`config.mk`:
```
export PLATFORM = sky130hd
export DESIGN_NAME = refcount_block_table
export DESIGN_NICKNAME = d
export VERILOG_FILES = /design/src/rtl/rbt_pkg.sv /design/src/rtl/rbt_ram.sv /design/src/rtl/rbt_ctrl.sv /design/src/rtl/rbt_dpath.sv /design/src/rtl/refcount_block_table.sv
export SDC_FILE = /design/constraint.sdc
export NUM_CORES = 2
export LEC_CHECK = 0
export BUFFER_PORTS_ARGS = -buffer_cell sky130_fd_sc_hd__buf_4
export CELL_PAD_IN_SITES_DETAIL_PLACEMENT = 0
export CELL_PAD_IN_SITES_GLOBAL_PLACEMENT = 2
export CORE_ASPECT_RATIO = 1.25
export CORE_MARGIN = 1
export CORE_UTILIZATION = 52
export CTS_CLUSTER_SIZE = 25
export DETAILED_ROUTE_END_ITERATION = 10
export PLACE_DENSITY = 0.83
export REMOVE_ABC_BUFFERS = 1
export SETUP_SLACK_MARGIN = 0.02
export SLEW_MARGIN = 5
export SYNTH_ARGS = -nofsm -noshare
export SYNTH_HDL_FRONTEND = slang
export SYNTH_SLANG_ARGS = --single-unit
```
`constraint.sdc`:
```
create_clock -name clk -period 23.6 [get_ports clk]
set_clock_uncertainty 0.15 [all_clocks]
set_input_delay 2.36 -clock clk [delete_from_list [all_inputs] [get_ports clk]]
set_output_delay 2.36 -clock clk [all_outputs]
set_load 0.02 [all_outputs]
```
`src/rtl/rbt_pkg.sv`:
```
package rbt_pkg;

  // field widths
  localparam int SIZE_W   = 24;
  localparam int CNT_W    = 16;
  localparam int ENTRY_W  = SIZE_W + CNT_W;
  localparam int ACT_W    = 3;
  localparam int STAT_W   = 3;
  localparam int IDX_W    = 6;
  localparam int COUNT_W  = 7;
  localparam int USEDO_W  = 30;
  localparam int AVAIL_W  = 31;

  localparam logic [CNT_W-1:0]   COUNT_MAX = '1;
  localparam logic [USEDO_W-1:0] USED_MAX  = '1;

  // action codes
  localparam logic [ACT_W-1:0] ACT_CREATE = 3'd0;
  localparam logic [ACT_W-1:0] ACT_RESIZE = 3'd1;
  localparam logic [ACT_W-1:0] ACT_ADD    = 3'd2;
  localparam logic [ACT_W-1:0] ACT_REMOVE = 3'd3;

  // status codes
  localparam logic [STAT_W-1:0] ST_OK        = 3'd0;
  localparam logic [STAT_W-1:0] ST_BAD_INDEX = 3'd1;
  localparam logic [STAT_W-1:0] ST_BAD_SIZE  = 3'd2;
  localparam logic [STAT_W-1:0] ST_NO_MEM    = 3'd3;
  localparam logic [STAT_W-1:0] ST_OVERFLOW  = 3'd4;

  // register byte addresses (bit 2 selects the register slot)
  localparam logic REG_MEM_LIMIT = 1'b0;

  typedef enum logic [2:0] {
    S_IDLE,
    S_LOOKUP,
    S_EXEC,
    S_SHIFT_RD,
    S_SHIFT
  } rbt_state_t;

  typedef struct packed {
    logic load;
    logic rd_req;
    logic exec;
    logic shift_rd;
    logic shift_wr;
  } ctl_cmd_t;

  typedef struct packed {
    logic out_busy;
    logic do_shift;
    logic shift_done;
  } dp_stat_t;

endpackage

```
`src/rtl/rbt_ram.sv`:
```
module rbt_ram #(
  parameter int WIDTH = 40,
  parameter int DEPTH = 64
) (
  input  logic                     clk,
  input  logic                     we,
  input  logic [$clog2(DEPTH)-1:0] waddr,
  input  logic [WIDTH-1:0]         wdata,
  input  logic [$clog2(DEPTH)-1:0] raddr,
  output logic [WIDTH-1:0]         rdata
);

  logic [WIDTH-1:0] mem [DEPTH];

  always_ff @(posedge clk) begin
    if (we) begin
      mem[waddr] <= wdata;
    end
    rdata <= mem[raddr];
  end

endmodule

```
`src/rtl/rbt_ctrl.sv`:
```
module rbt_ctrl (
  input  logic              clk,
  input  logic              rst,
  input  logic              in_valid,
  input  rbt_pkg::dp_stat_t stat,
  output rbt_pkg::ctl_cmd_t cmd,
  output logic              idle
);
  import rbt_pkg::*;

  rbt_state_t state, state_next;

  always_ff @(posedge clk) begin
    if (rst) begin
      state <= S_IDLE;
    end else begin
      state <= state_next;
    end
  end

  always_comb begin
    state_next = state;
    cmd        = '0;
    idle       = 1'b0;
    unique case (state)
      S_IDLE: begin
        idle = 1'b1;
        if (in_valid) begin
          cmd.load   = 1'b1;
          state_next = S_LOOKUP;
        end
      end
      S_LOOKUP: begin
        cmd.rd_req = 1'b1;
        state_next = S_EXEC;
      end
      S_EXEC: begin
        // keep the read address steady while the result register is full
        cmd.rd_req = 1'b1;
        if (!stat.out_busy) begin
          cmd.exec   = 1'b1;
          state_next = stat.do_shift ? S_SHIFT_RD : S_IDLE;
        end
      end
      S_SHIFT_RD: begin
        cmd.shift_rd = 1'b1;
        state_next   = S_SHIFT;
      end
      S_SHIFT: begin
        cmd.shift_wr = 1'b1;
        if (stat.shift_done) begin
          state_next = S_IDLE;
        end
      end
      default: state_next = S_IDLE;
    endcase
  end

endmodule

```
`src/rtl/rbt_dpath.sv`:
```
module rbt_dpath #(
  parameter int MAX_BLOCKS = 64
) (
  input  logic                                   clk,
  input  logic                                   rst,
  input  rbt_pkg::ctl_cmd_t                      cmd,
  output rbt_pkg::dp_stat_t                      stat,
  input  logic [rbt_pkg::ACT_W-1:0]              in_action,
  input  logic [rbt_pkg::IDX_W-1:0]              in_block_index,
  input  logic [rbt_pkg::SIZE_W-1:0]             in_block_size,
  input  logic [rbt_pkg::SIZE_W-1:0]             mem_limit,
  output logic                                   ram_we,
  output logic [$clog2(MAX_BLOCKS)-1:0]          ram_waddr,
  output logic [rbt_pkg::ENTRY_W-1:0]            ram_wdata,
  output logic [$clog2(MAX_BLOCKS)-1:0]          ram_raddr,
  input  logic [rbt_pkg::ENTRY_W-1:0]            ram_rdata,
  input  logic                                   out_stall,
  output logic                                   out_valid,
  output logic [rbt_pkg::STAT_W-1:0]             status,
  output logic [rbt_pkg::IDX_W-1:0]              new_index,
  output logic [rbt_pkg::COUNT_W-1:0]            block_count,
  output logic [rbt_pkg::USEDO_W-1:0]            used_words,
  output logic signed [rbt_pkg::AVAIL_W-1:0]     available_memory,
  output logic [rbt_pkg::CNT_W-1:0]              ref_count,
  output logic                                   freed
);
  import rbt_pkg::*;

  localparam int AW     = $clog2(MAX_BLOCKS);
  localparam int LIVE_W = $clog2(MAX_BLOCKS + 1);
  localparam int IDXW   = (LIVE_W > IDX_W) ? LIVE_W : IDX_W;
  localparam int USED_W = SIZE_W + AW;
  localparam int EXT_W  = (USED_W > USEDO_W) ? USED_W : USEDO_W;

  logic [ACT_W-1:0]  req_action;
  logic [IDX_W-1:0]  req_idx;
  logic [SIZE_W-1:0] req_size;
  logic [LIVE_W-1:0] live;
  logic [USED_W-1:0] used;
  logic [AW-1:0]     ptr;

  logic [IDXW-1:0]   idx_w;
  logic              idx_ok;
  logic [AW-1:0]     idx_addr;
  logic [SIZE_W-1:0] old_size;
  logic [CNT_W-1:0]  old_cnt;

  logic [EXT_W-1:0]          used_ext, used_n_ext;
  logic [USEDO_W-1:0]        sat_cur, sat_n;
  logic signed [AVAIL_W-1:0] avail_cur, avail_n;

  logic [STAT_W-1:0]  st;
  logic [IDX_W-1:0]   nidx;
  logic [CNT_W-1:0]   refc;
  logic               free;
  logic               wr;
  logic [AW-1:0]      waddr_e;
  logic [ENTRY_W-1:0] wdata_e;
  logic [LIVE_W-1:0]  live_n;
  logic [USED_W-1:0]  used_n;

  assign idx_w    = IDXW'(req_idx);
  assign idx_ok   = idx_w < IDXW'(live);
  assign idx_addr = idx_w[AW-1:0];
  assign old_size = ram_rdata[ENTRY_W-1:CNT_W];
  assign old_cnt  = ram_rdata[CNT_W-1:0];

  // usage before the action, saturated to the reported width
  assign used_ext  = EXT_W'(used);
  assign sat_cur   = (used_ext > EXT_W'(USED_MAX)) ? USED_MAX : used_ext[USEDO_W-1:0];
  assign avail_cur = $signed({{(AVAIL_W-SIZE_W){1'b0}}, mem_limit})
                   - $signed({1'b0, sat_cur});

  always_comb begin
    st      = ST_OK;
    nidx    = '0;
    refc    = '0;
    free    = 1'b0;
    wr      = 1'b0;
    waddr_e = idx_addr;
    wdata_e = {req_size, old_cnt};
    live_n  = live;
    used_n  = used;
    unique case (req_action)
      ACT_CREATE: begin
        if (req_size == '0) begin
          st = ST_BAD_SIZE;
        end else if (live >= LIVE_W'(MAX_BLOCKS) ||
                     $signed({{(AVAIL_W-SIZE_W){1'b0}}, req_size}) > avail_cur) begin
          st = ST_NO_MEM;
        end else begin
          wr      = 1'b1;
          waddr_e = live[AW-1:0];
          wdata_e = {req_size, CNT_W'(1)};
          nidx    = IDX_W'(live);
          refc    = CNT_W'(1);
          live_n  = live + LIVE_W'(1);
          used_n  = used + USED_W'(req_size);
        end
      end
      ACT_RESIZE: begin
        if (!idx_ok) begin
          st = ST_BAD_INDEX;
        end else if (req_size == '0) begin
          st = ST_BAD_SIZE;
        end else begin
          wr      = 1'b1;
          wdata_e = {req_size, old_cnt};
          refc    = old_cnt;
          used_n  = used - USED_W'(old_size) + USED_W'(req_size);
        end
      end
      ACT_ADD: begin
        if (!idx_ok) begin
          st = ST_BAD_INDEX;
        end else if (old_cnt == COUNT_MAX) begin
          st   = ST_OVERFLOW;
          refc = COUNT_MAX;
        end else begin
          wr      = 1'b1;
          wdata_e = {old_size, old_cnt + CNT_W'(1)};
          refc    = old_cnt + CNT_W'(1);
        end
      end
      ACT_REMOVE: begin
        if (!idx_ok) begin
          st = ST_BAD_INDEX;
        end else if (old_cnt <= CNT_W'(1)) begin
          // last reference: drop the block and close the gap
          free   = 1'b1;
          live_n = live - LIVE_W'(1);
          used_n = used - USED_W'(old_size);
        end else begin
          wr      = 1'b1;
          wdata_e = {old_size, old_cnt - CNT_W'(1)};
          refc    = old_cnt - CNT_W'(1);
        end
      end
      default: ;
    endcase
  end

  assign used_n_ext = EXT_W'(used_n);
  assign sat_n      = (used_n_ext > EXT_W'(USED_MAX)) ? USED_MAX : used_n_ext[USEDO_W-1:0];
  assign avail_n    = $signed({{(AVAIL_W-SIZE_W){1'b0}}, mem_limit})
                    - $signed({1'b0, sat_n});

  assign stat.out_busy   = out_valid && out_stall;
  assign stat.do_shift   = free && (idx_w + IDXW'(1) != IDXW'(live));
  assign stat.shift_done = (LIVE_W'(ptr) + LIVE_W'(1)) == live;

  // table port
  always_comb begin
    if (cmd.rd_req) begin
      ram_raddr = idx_addr;
    end else if (cmd.shift_rd) begin
      ram_raddr = ptr + AW'(1);
    end else begin
      ram_raddr = ptr + AW'(2);
    end
  end

  assign ram_we    = (cmd.exec && wr) || cmd.shift_wr;
  assign ram_waddr = cmd.shift_wr ? ptr : waddr_e;
  assign ram_wdata = cmd.shift_wr ? ram_rdata : wdata_e;

  always_ff @(posedge clk) begin
    if (rst) begin
      live      <= '0;
      used      <= '0;
      out_valid <= 1'b0;
    end else begin
      if (cmd.exec) begin
        live      <= live_n;
        used      <= used_n;
        out_valid <= 1'b1;
      end else if (!out_stall) begin
        out_valid <= 1'b0;
      end
    end
  end

  always_ff @(posedge clk) begin
    if (cmd.load) begin
      req_action <= in_action;
      req_idx    <= in_block_index;
      req_size   <= in_block_size;
    end
    if (cmd.exec) begin
      ptr              <= idx_addr;
      status           <= st;
      new_index        <= nidx;
      block_count      <= COUNT_W'(live_n);
      used_words       <= sat_n;
      available_memory <= avail_n;
      ref_count        <= refc;
      freed            <= free;
    end else if (cmd.shift_wr) begin
      ptr <= ptr + AW'(1);
    end
  end

endmodule

```
`src/rtl/refcount_block_table.sv`:
```
// refcount_block_table: packed table of reference counted blocks under a word budget
//
// requests enter on the input channel (in_valid / in_stall): an action,
// a block index and a block size. every request yields exactly one result
// on the output channel (out_valid / out_stall) carrying status, the new
// index of a created block, live block count, used and available memory,
// the reference count of the addressed block and a freed flag.
//
// one request is worked at a time. a request is taken in idle, the table
// entry is read in the lookup state, and the result is registered in the
// exec state, which waits while the output register is full; the next
// request is taken once the sequencer is back in idle. a remove that
// frees a block that is not the last also walks the later entries down
// one slot, one table write per cycle.
//
// the result sits in an output register; while out_stall holds it, the
// next request is still taken and looked up, and waits only for its own
// commit. mem_limit is written over the APB port at byte address 0.
// reset clears the live count, used total, budget and output valid; table
// contents are not cleared, only entries below the live count are used.
module refcount_block_table #(
  parameter int MAX_BLOCKS = 64
) (
  input  logic                                clk,
  input  logic                                rst,
  // request channel
  input  logic                                in_valid,
  output logic                                in_stall,
  input  logic [rbt_pkg::ACT_W-1:0]           action,
  input  logic [rbt_pkg::IDX_W-1:0]           block_index,
  input  logic [rbt_pkg::SIZE_W-1:0]          block_size,
  // result channel
  output logic                                out_valid,
  input  logic                                out_stall,
  output logic [rbt_pkg::STAT_W-1:0]          status,
  output logic [rbt_pkg::IDX_W-1:0]           new_index,
  output logic [rbt_pkg::COUNT_W-1:0]         block_count,
  output logic [rbt_pkg::USEDO_W-1:0]         used_words,
  output logic signed [rbt_pkg::AVAIL_W-1:0]  available_memory,
  output logic [rbt_pkg::CNT_W-1:0]           ref_count,
  output logic                                freed,
  // configuration port
  input  logic                                psel,
  input  logic                                penable,
  input  logic                                pwrite,
  input  logic [2:0]                          paddr,
  input  logic [31:0]                         pwdata,
  output logic [31:0]                         prdata,
  output logic                                pready
);
  import rbt_pkg::*;

  localparam int AW = $clog2(MAX_BLOCKS);

  ctl_cmd_t          cmd;
  dp_stat_t          stat;
  logic              idle;
  logic [SIZE_W-1:0] mem_limit;

  logic               ram_we;
  logic [AW-1:0]      ram_waddr;
  logic [ENTRY_W-1:0] ram_wdata;
  logic [AW-1:0]      ram_raddr;
  logic [ENTRY_W-1:0] ram_rdata;

  // apb register file: paddr bit 2 picks the register slot
  assign pready = 1'b1;

  always_ff @(posedge clk) begin
    if (rst) begin
      mem_limit <= '0;
    end else if (psel && penable && pwrite && pready && paddr[2] == REG_MEM_LIMIT) begin
      mem_limit <= pwdata[SIZE_W-1:0];
    end
  end

  assign prdata = (paddr[2] == REG_MEM_LIMIT) ? {{(32-SIZE_W){1'b0}}, mem_limit} : '0;

  // requests are only taken while the sequencer is idle
  assign in_stall = !idle;

  rbt_ctrl u_ctrl (
    .clk      (clk),
    .rst      (rst),
    .in_valid (in_valid),
    .stat     (stat),
    .cmd      (cmd),
    .idle     (idle)
  );

  rbt_dpath #(
    .MAX_BLOCKS (MAX_BLOCKS)
  ) u_dpath (
    .clk              (clk),
    .rst              (rst),
    .cmd              (cmd),
    .stat             (stat),
    .in_action        (action),
    .in_block_index   (block_index),
    .in_block_size    (block_size),
    .mem_limit        (mem_limit),
    .ram_we           (ram_we),
    .ram_waddr        (ram_waddr),
    .ram_wdata        (ram_wdata),
    .ram_raddr        (ram_raddr),
    .ram_rdata        (ram_rdata),
    .out_stall        (out_stall),
    .out_valid        (out_valid),
    .status           (status),
    .new_index        (new_index),
    .block_count      (block_count),
    .used_words       (used_words),
    .available_memory (available_memory),
    .ref_count        (ref_count),
    .freed            (freed)
  );

  // size and count of each live block, packed {size, count}
  rbt_ram #(
    .WIDTH (ENTRY_W),
    .DEPTH (MAX_BLOCKS)
  ) u_table (
    .clk   (clk),
    .we    (ram_we),
    .waddr (ram_waddr),
    .wdata (ram_wdata),
    .raddr (ram_raddr),
    .rdata (ram_rdata)
  );

endmodule

```
# Word level (Yosys, flattened, before mapping)
# Memory sizes are Yosys's and may differ from the RTL's. A register that Yosys moved wholly into a read port is not among the register bits.
# Cells that the tools add are included.
# word_totals
regBits	198
ramBits	2560
input_bits	75
out_inout_bits	129
wordCells	145
mem_count	1
# classes
n_addsub	13
magnitude_cmp	6
eq_ne	14
n_mux	77
bitwise	2
n_reduce_logical	16
# memory_table
memory	depth	word_bits	rd	rd_clocked_by_memory_dff	wr	line_no	text
u_table.mem	64	40	1	1	1	rbt_ram.sv:13	logic [WIDTH-1:0] mem [DEPTH];
# ops
operator	n
30-bit two-way mux	8
40-bit two-way mux	5
16-bit two-way mux	9
40-bit case mux with 3 select lines	1
30-bit case mux with 3 select lines	1
16-bit case mux with 4 select lines	1
24-bit by 30-bit subtractor with 31-bit output	2
30-bit by 24-bit adder with 30-bit output	2
30-bit > comparator, second input constant	2
6-bit two-way mux	8
25-bit by 31-bit > comparator with 1-bit output	1
30-bit by 24-bit subtractor with 30-bit output	1
7-bit two-way mux	4
1-bit two-way mux	25
24-bit logical NOT	1
24-bit two-way mux	1
3-bit two-way mux	7
16-bit by 1-bit adder with 16-bit output, second input constant	1
16-bit == test, second input constant	1
16-bit by 1-bit <= comparator with 1-bit output, second input constant	1
16-bit by 1-bit subtractor with 16-bit output, second input constant	1
3-bit case mux with 5 select lines	1
6-bit by 1-bit adder with 7-bit output, second input constant	2
7-bit case mux with 2 select lines	1
25 further kinds	41

# Depth between registers and ports, before layout
# depth
depth_word	12
ltp_mapped	42
ltp_nobuf	40

# Cells and area by module
# A second synthesis with hierarchy kept.
# unflattened
hier_cells	6415
area_unflattened_um2	116427.9
# modules_own_cells
module	n_inst	cells_each	area_per_inst_um2	seq_area_each_um2
rbt_ram	1	4195	97836.3	77674.5
rbt_dpath	1	2046	17006.3	4754.6
refcount_block_table	1	143	1347.5	480.5
rbt_ctrl	1	31	237.7	60.1

# Worst setup path before layout
# OpenSTA, ideal clock, no wires.
# synth_timing
path_type	reg-to-reg
start	register u_dpath.used[0]
end	memory u_table.mem[50][0] (enable)
setup_ps	487
arrival_time_ps	7519
required_time_ps	22963
slack_ps	15444
stages_incl_launch_ff	28
path_buffers	1
period_less_slack_ps	8156
path_cell_list	dfxtp_1 > clkbuf_1 > ha_1 > fa_1 > nand2b_1 > a21oi_1 > o21ai_0 > a21boi_0 > o21ai_0 > nand2b_1 > a21oi_1 > o21ai_0 > a21oi_1 > o21bai_1 > xnor2_1 > ha_1 > nand2_1 > nor2_1 > nand2_1 > nor3_1 > nand2_1 > a221oi_2 > o211ai_2 > a21boi_0 > a21oi_1 > o21ai_2 > nand2_2 > nor3_1
# synth_between
elab_chain_cells	12
word_cells_on_any_way	16
cone_classes	1 x add/sub; 2 x order compare; 10 x mux; 3 x reduce/logical
# synth_rtl
item	line_no	text
start: declaration	rbt_dpath.sv:39	logic [USED_W-1:0] used;
start signal: assignment	rbt_dpath.sv:175	used <= used_n;
30-bit > comparator	rbt_dpath.sv:70	assign sat_cur = (used_ext > EXT_W'(USED_MAX)) ? USED_MAX : used_ext[USEDO_W-1:0];
30-bit two-way mux (*)	rbt_dpath.sv:70	
24-bit by 30-bit subtractor with 31-bit output (*)	rbt_dpath.sv:72	- $signed({1'b0, sat_cur});
25-bit by 31-bit > comparator with 1-bit output (*)	rbt_dpath.sv:89	$signed({{(AVAIL_W-SIZE_W){1'b0}}, req_size}) > avail_cur) begin
1-bit logical OR (*)	rbt_dpath.sv:88	end else if (live >= LIVE_W'(MAX_BLOCKS) ||
1-bit two-way mux	rbt_dpath.sv:88	
1-bit two-way mux	rbt_dpath.sv:86	if (req_size == '0) begin
1-bit case mux with 4 select lines	rbt_dpath.sv:84	unique case (req_action)
1-bit logical AND	rbt_dpath.sv:163	assign ram_we = (cmd.exec && wr) || cmd.shift_wr;
1-bit logical OR	rbt_dpath.sv:163	
1-bit two-way mux	rbt_ram.sv:16	if (we) begin
1-bit two-way mux (not written as such)	rbt_ram.sv:17	mem[waddr] <= wdata;
end: declaration	rbt_ram.sv:13	
# Every way passes the cells marked *; elsewhere a longest branch is shown, timed or not.

# Final worst setup path
# layout_timing
start	register u_dpath.used[1]
end	register u_dpath.available_memory[28] (netlist bit), data pin
# layout_between
elab_chain_cells	11
word_cells_on_any_way	18
cone_classes	5 x add/sub; 3 x order compare; 9 x mux; 1 x reduce/logical
# layout_rtl
item	line_no	text
30-bit > comparator	rbt_dpath.sv:70	
30-bit two-way mux	rbt_dpath.sv:70	
24-bit by 30-bit subtractor with 31-bit output	rbt_dpath.sv:72	
25-bit by 31-bit > comparator with 1-bit output	rbt_dpath.sv:89	
1-bit logical OR	rbt_dpath.sv:88	
30-bit two-way mux	rbt_dpath.sv:88	
30-bit two-way mux	rbt_dpath.sv:86	
30-bit case mux with 3 select lines (*)	rbt_dpath.sv:84	
30-bit > comparator	rbt_dpath.sv:144	assign sat_n = (used_n_ext > EXT_W'(USED_MAX)) ? USED_MAX : used_n_ext[USEDO_W-1:0];
30-bit two-way mux (*)	rbt_dpath.sv:144	
named net u_dpath.sat_n[0]	rbt_dpath.sv:49	logic [USEDO_W-1:0] sat_cur, sat_n;
24-bit by 30-bit subtractor with 31-bit output (*)	rbt_dpath.sv:146	- $signed({1'b0, sat_n});
named net u_dpath.avail_n[28]	rbt_dpath.sv:50	logic signed [AVAIL_W-1:0] avail_cur, avail_n;
end signal: assignment	rbt_dpath.sv:195	available_memory <= avail_n;
end: declaration	rbt_dpath.sv:23	output logic signed [rbt_pkg::AVAIL_W-1:0] available_memory,
# Mark *: on every way through the listed nets, which the timed path passes. The rest lies on a longest branch.
# A chain may end at the register's enable or synchronous reset.

==> impl_metrics.env <==
export IMPL_status="finished, final reports clean"
export IMPL_synthArstFlopShare_pct=0
export IMPL_post_route_period_util_pct=41.02
export IMPL_grtUsageTotal_pct=26.67
export IMPL_worstMarginPinSlew_ns=1.373
export IMPL_worstSetupPathType="reg2reg"
export IMPL_slew_viol_final=0
export IMPL_final_cell_mix="edfxtp_1 (2,693), mux4_2 (640), a21oi_1 (390)"
export IMPL_die_y_um=533.5
export IMPL_final_net_count=7145
export IMPL_setup_ws_ns=13.92
export IMPL_cp_top_family="compound AO/OA/AOI/OAI gates"
export IMPL_avgRoutedWirePerCell_um=30.36
export IMPL_worstPathRequired_ns=24.04
export IMPL_synth_area_per_cell_um2=17.74
export IMPL_crit_fanout=25
export IMPL_path_buf_inv=3
export IMPL_hold_violations=0
export IMPL_num_vias=63890
export IMPL_critPathMaxStageDelay_ns=0.64
export IMPL_drcViolationCount=0
export IMPL_relSlewSlack_pct=7.928
export IMPL_ctsHoldBuffers=0
export IMPL_worstSetupPathDepth=35
export IMPL_grt_pass1_wl_um=439400
export IMPL_synth_edf_count=2693
export IMPL_die_area_mm2=0.2279
export IMPL_drive_gt1_share_pct=22.24
export IMPL_r2r_slack_ns=13.92
export IMPL_slowest_stage="nor3_1"
export IMPL_ctsResizeCount=0
export IMPL_cts_clk_slew_worst_paths_ns=0.07
export IMPL_die_width_um=427.2
export IMPL_finalCriticalPeriod_ns=9.681
export IMPL_r2r_end="u_dpath.available_memory[28]"
export IMPL_ys_flop_type="edfxtp_1"
export IMPL_h_tree_depth=5
export IMPL_nFillCells=16240
export IMPL_postCtsSetupBuffers=0
export IMPL_r2r_start="u_dpath.used[1]"
export IMPL_clock_path_buffers=4
export IMPL_ir_drop_v=0.0001223
export IMPL_final_common_cell="edfxtp_1"
export IMPL_cap_violations=0
export IMPL_timing_hold_ws_ns=0.3145
export IMPL_power_per_cell_area_mw_per_mm2=135.9
export IMPL_end_kind="flop"
export IMPL_fmax_ghz=0.1033
export IMPL_gr_total_overflow=0
export IMPL_cp_start_kind="flop"
export IMPL_rsz0062_at_grt="false"
export IMPL_dr_pass1_iters=6
export IMPL_start_util_pct=52.45
export IMPL_ys_seq_area_share_pct=70.60
export IMPL_clock_sinks=2798
export IMPL_io_pins=204
export IMPL_viasPerCell=6.352
export IMPL_p_leak_nw=43.33
export IMPL_wl_um=305300
export IMPL_setup_violations_final=0
export IMPL_hold_class="reg2reg"
export IMPL_startpoint="u_dpath.used[1]"
export IMPL_gp_congestion=0.9014
export IMPL_r2r_cells=35
export IMPL_numCtsBuffers=276
export IMPL_portBuffers=184
export IMPL_grt_max_degree=118
export IMPL_arrival_ns=10.12
export IMPL_crit_end="u_dpath.available_memory[28]"
export IMPL_ys_ff_latch=2798
export IMPL_synth_warnings=0
export IMPL_cts_root_buf="clkbuf_16"
export IMPL_dp_slack_ns=13.95
export IMPL_insertion_delay_ns=0.86
export IMPL_netlist_area_mm2=0.1175
export IMPL_ant_nets=0
export IMPL_antenna_found_initial=6
export IMPL_drt_iter0_markers=6171
export IMPL_row_count=194
export IMPL_core_area_mm2=0.2240
export IMPL_synth_cell_type_count=105
export IMPL_cts_tree="yes"
export IMPL_syn_inst=6626
export IMPL_grt_pass1_vias=64260
export IMPL_syn2layout_area_growth_pct=12.86
export IMPL_dp_hpwl_um=179600
cell usage after synthesis, types with 7 or more instances:
library cell / number / area (um2)
edfxtp_1: 2693 / 80870
mux4_2: 640 / 14410
a21oi_1: 394 / 1972
a211oi_1: 303 / 2275
clkbuf_1: 255 / 957.2
nand2_1: 233 / 874.6
nor2_1: 223 / 837.1
nor2b_1: 203 / 1270
mux2i_1: 177 / 1772
o21ai_0: 164 / 820.8
ha_1: 161 / 2014
inv_1: 130 / 488.0
dfxtp_1: 105 / 2102
xnor2_1: 96 / 840.8
nand3_1: 71 / 355.3
buf_2: 66 / 330.3
nor3_1: 63 / 315.3
a21o_1: 53 / 397.9
xor2_1: 49 / 429.2
buf_1: 47 / 176.4
a22oi_1: 30 / 225.2
nand2b_1: 29 / 181.4
o21a_1: 29 / 217.7
o221ai_1: 27 / 236.5
and3_1: 26 / 162.7
a31oi_1: 23 / 143.9
o211ai_1: 20 / 150.1
nand4_1: 19 / 118.9
or3_1: 19 / 118.9
nor4_1: 14 / 87.58
a221oi_1: 12 / 105.1
o21bai_1: 12 / 90.09
o22ai_1: 12 / 75.07
o31ai_1: 12 / 90.09
and2_1: 11 / 68.82
buf_4: 10 / 75.07
o21ai_1: 10 / 50.05
or2_2: 10 / 62.56
a211o_1: 7 / 61.31
a21boi_0: 7 / 52.55
a221o_1: 7 / 70.07
o2111ai_1: 7 / 61.31
or4_1: 7 / 52.55
worst min path at each step:
stage                 startpoint      endpoint  slack [ns]  cells after the start
global route        mem_limit[0]  mem_limit[0]        0.36                      2
floorplan           mem_limit[0]  mem_limit[0]        0.28                      2
finish              mem_limit[0]  mem_limit[0]        0.31                      2
global placement    mem_limit[0]  mem_limit[0]        0.30                      2
CTS                 mem_limit[0]  mem_limit[0]        0.31                      2
detailed placement  mem_limit[0]  mem_limit[0]        0.30                      2
report_power, final:
group,switching (mW),internal (mW)
clock network,1.84,2.53
logic,4.46,2.80
registers,0.165,6.22
total,6.47,11.6
sequential cells by signal (all words and copies together) (netlist names):
signal,count
u_dpath.new_index,6
u_dpath.live,7
u_dpath.used,30
u_ctrl.state,3
u_dpath.out_valid,1
u_dpath.block_count,7
u_dpath.ref_count,16
u_dpath.available_memory,31
u_dpath.req_action,3
u_dpath.status,3
u_dpath.req_size,24
u_dpath.used_words,30
u_dpath.ptr,6
u_dpath.idx_addr,6
u_table.mem,2560
u_dpath.freed,1
mem_limit,24
u_table.rdata,40
worst reg2reg max path: cells and delay by family, from the launching register on:
family                   cells  cell delay (ns)
AO/OA/AOI/OAI               15             3.71
AND/OR/NAND/NOR             11             2.89
adder cells (fa/ha/maj)      4             1.36
flip-flops                   1             0.61
buffers and inverters        3             0.48
XOR/XNOR                     2             0.23
through the flow:
stage | instances | power (mW) | util [%] | cell area (um2) | TNS [ns]
2_1_floorplan | 6253 | 14.47 | - | 116000 | -1505.49
3_3_place_gp | 9566 | 13.66 | 55.23 | 123700 | 0
3_5_place_dp | 9566 | 13.75 | 55.23 | 123700 | 0
4_1_cts | 10050 | 18.11 | 59.19 | 132600 | 0
5_1_grt | 10060 | 18.81 | 59.20 | 132600 | 0
6_report | 10060 | 18.02 | 59.20 | 132600 | 0
area by class of cell:
class	instances	area, um2	area share, %
Sequential cell	2798	82970	62.56
Multi-Input combinational cell	3324	33610	25.34
Clock buffer	341	7361	5.550
Tap cell	2940	3679	2.774
Timing Repair Buffer	373	2975	2.243
Clock inverter	147	1530	1.154
Inverter	131	496.7	0.3745
Antenna cell	4	10.01	0.007547
routing by layer:
metal	up-vias	global-route usage (%)	share of wire [%]
met1	33420	34.70	39
met5	-	0	0
met2	2475	45.33	51
met3	525	3.866	6.5
li1	27470	-	-
met4	0	10.31	4.1
cells by family (layout without fill, tap and decap cells):
| family | Yosys count | in the layout | synth area share (%) |
|---|---|---|---|
| DFF | 2798 | 2798 | 70.60 |
| AOI/OAI and AO/OA | 1215 | 1215 | 6.822 |
| and+or+nand+nor | 968 | 968 | 4.132 |
| muxes | 820 | 820 | 13.80 |
| buffers and inverters | 511 | 992 | 1.742 |
| adders and majority gates | 166 | 166 | 1.799 |
| xor gates and xnor gates | 146 | 146 | 1.095 |
| other | 2 | 13 | 0.006391 |
(Power assumes the default switching activity.)
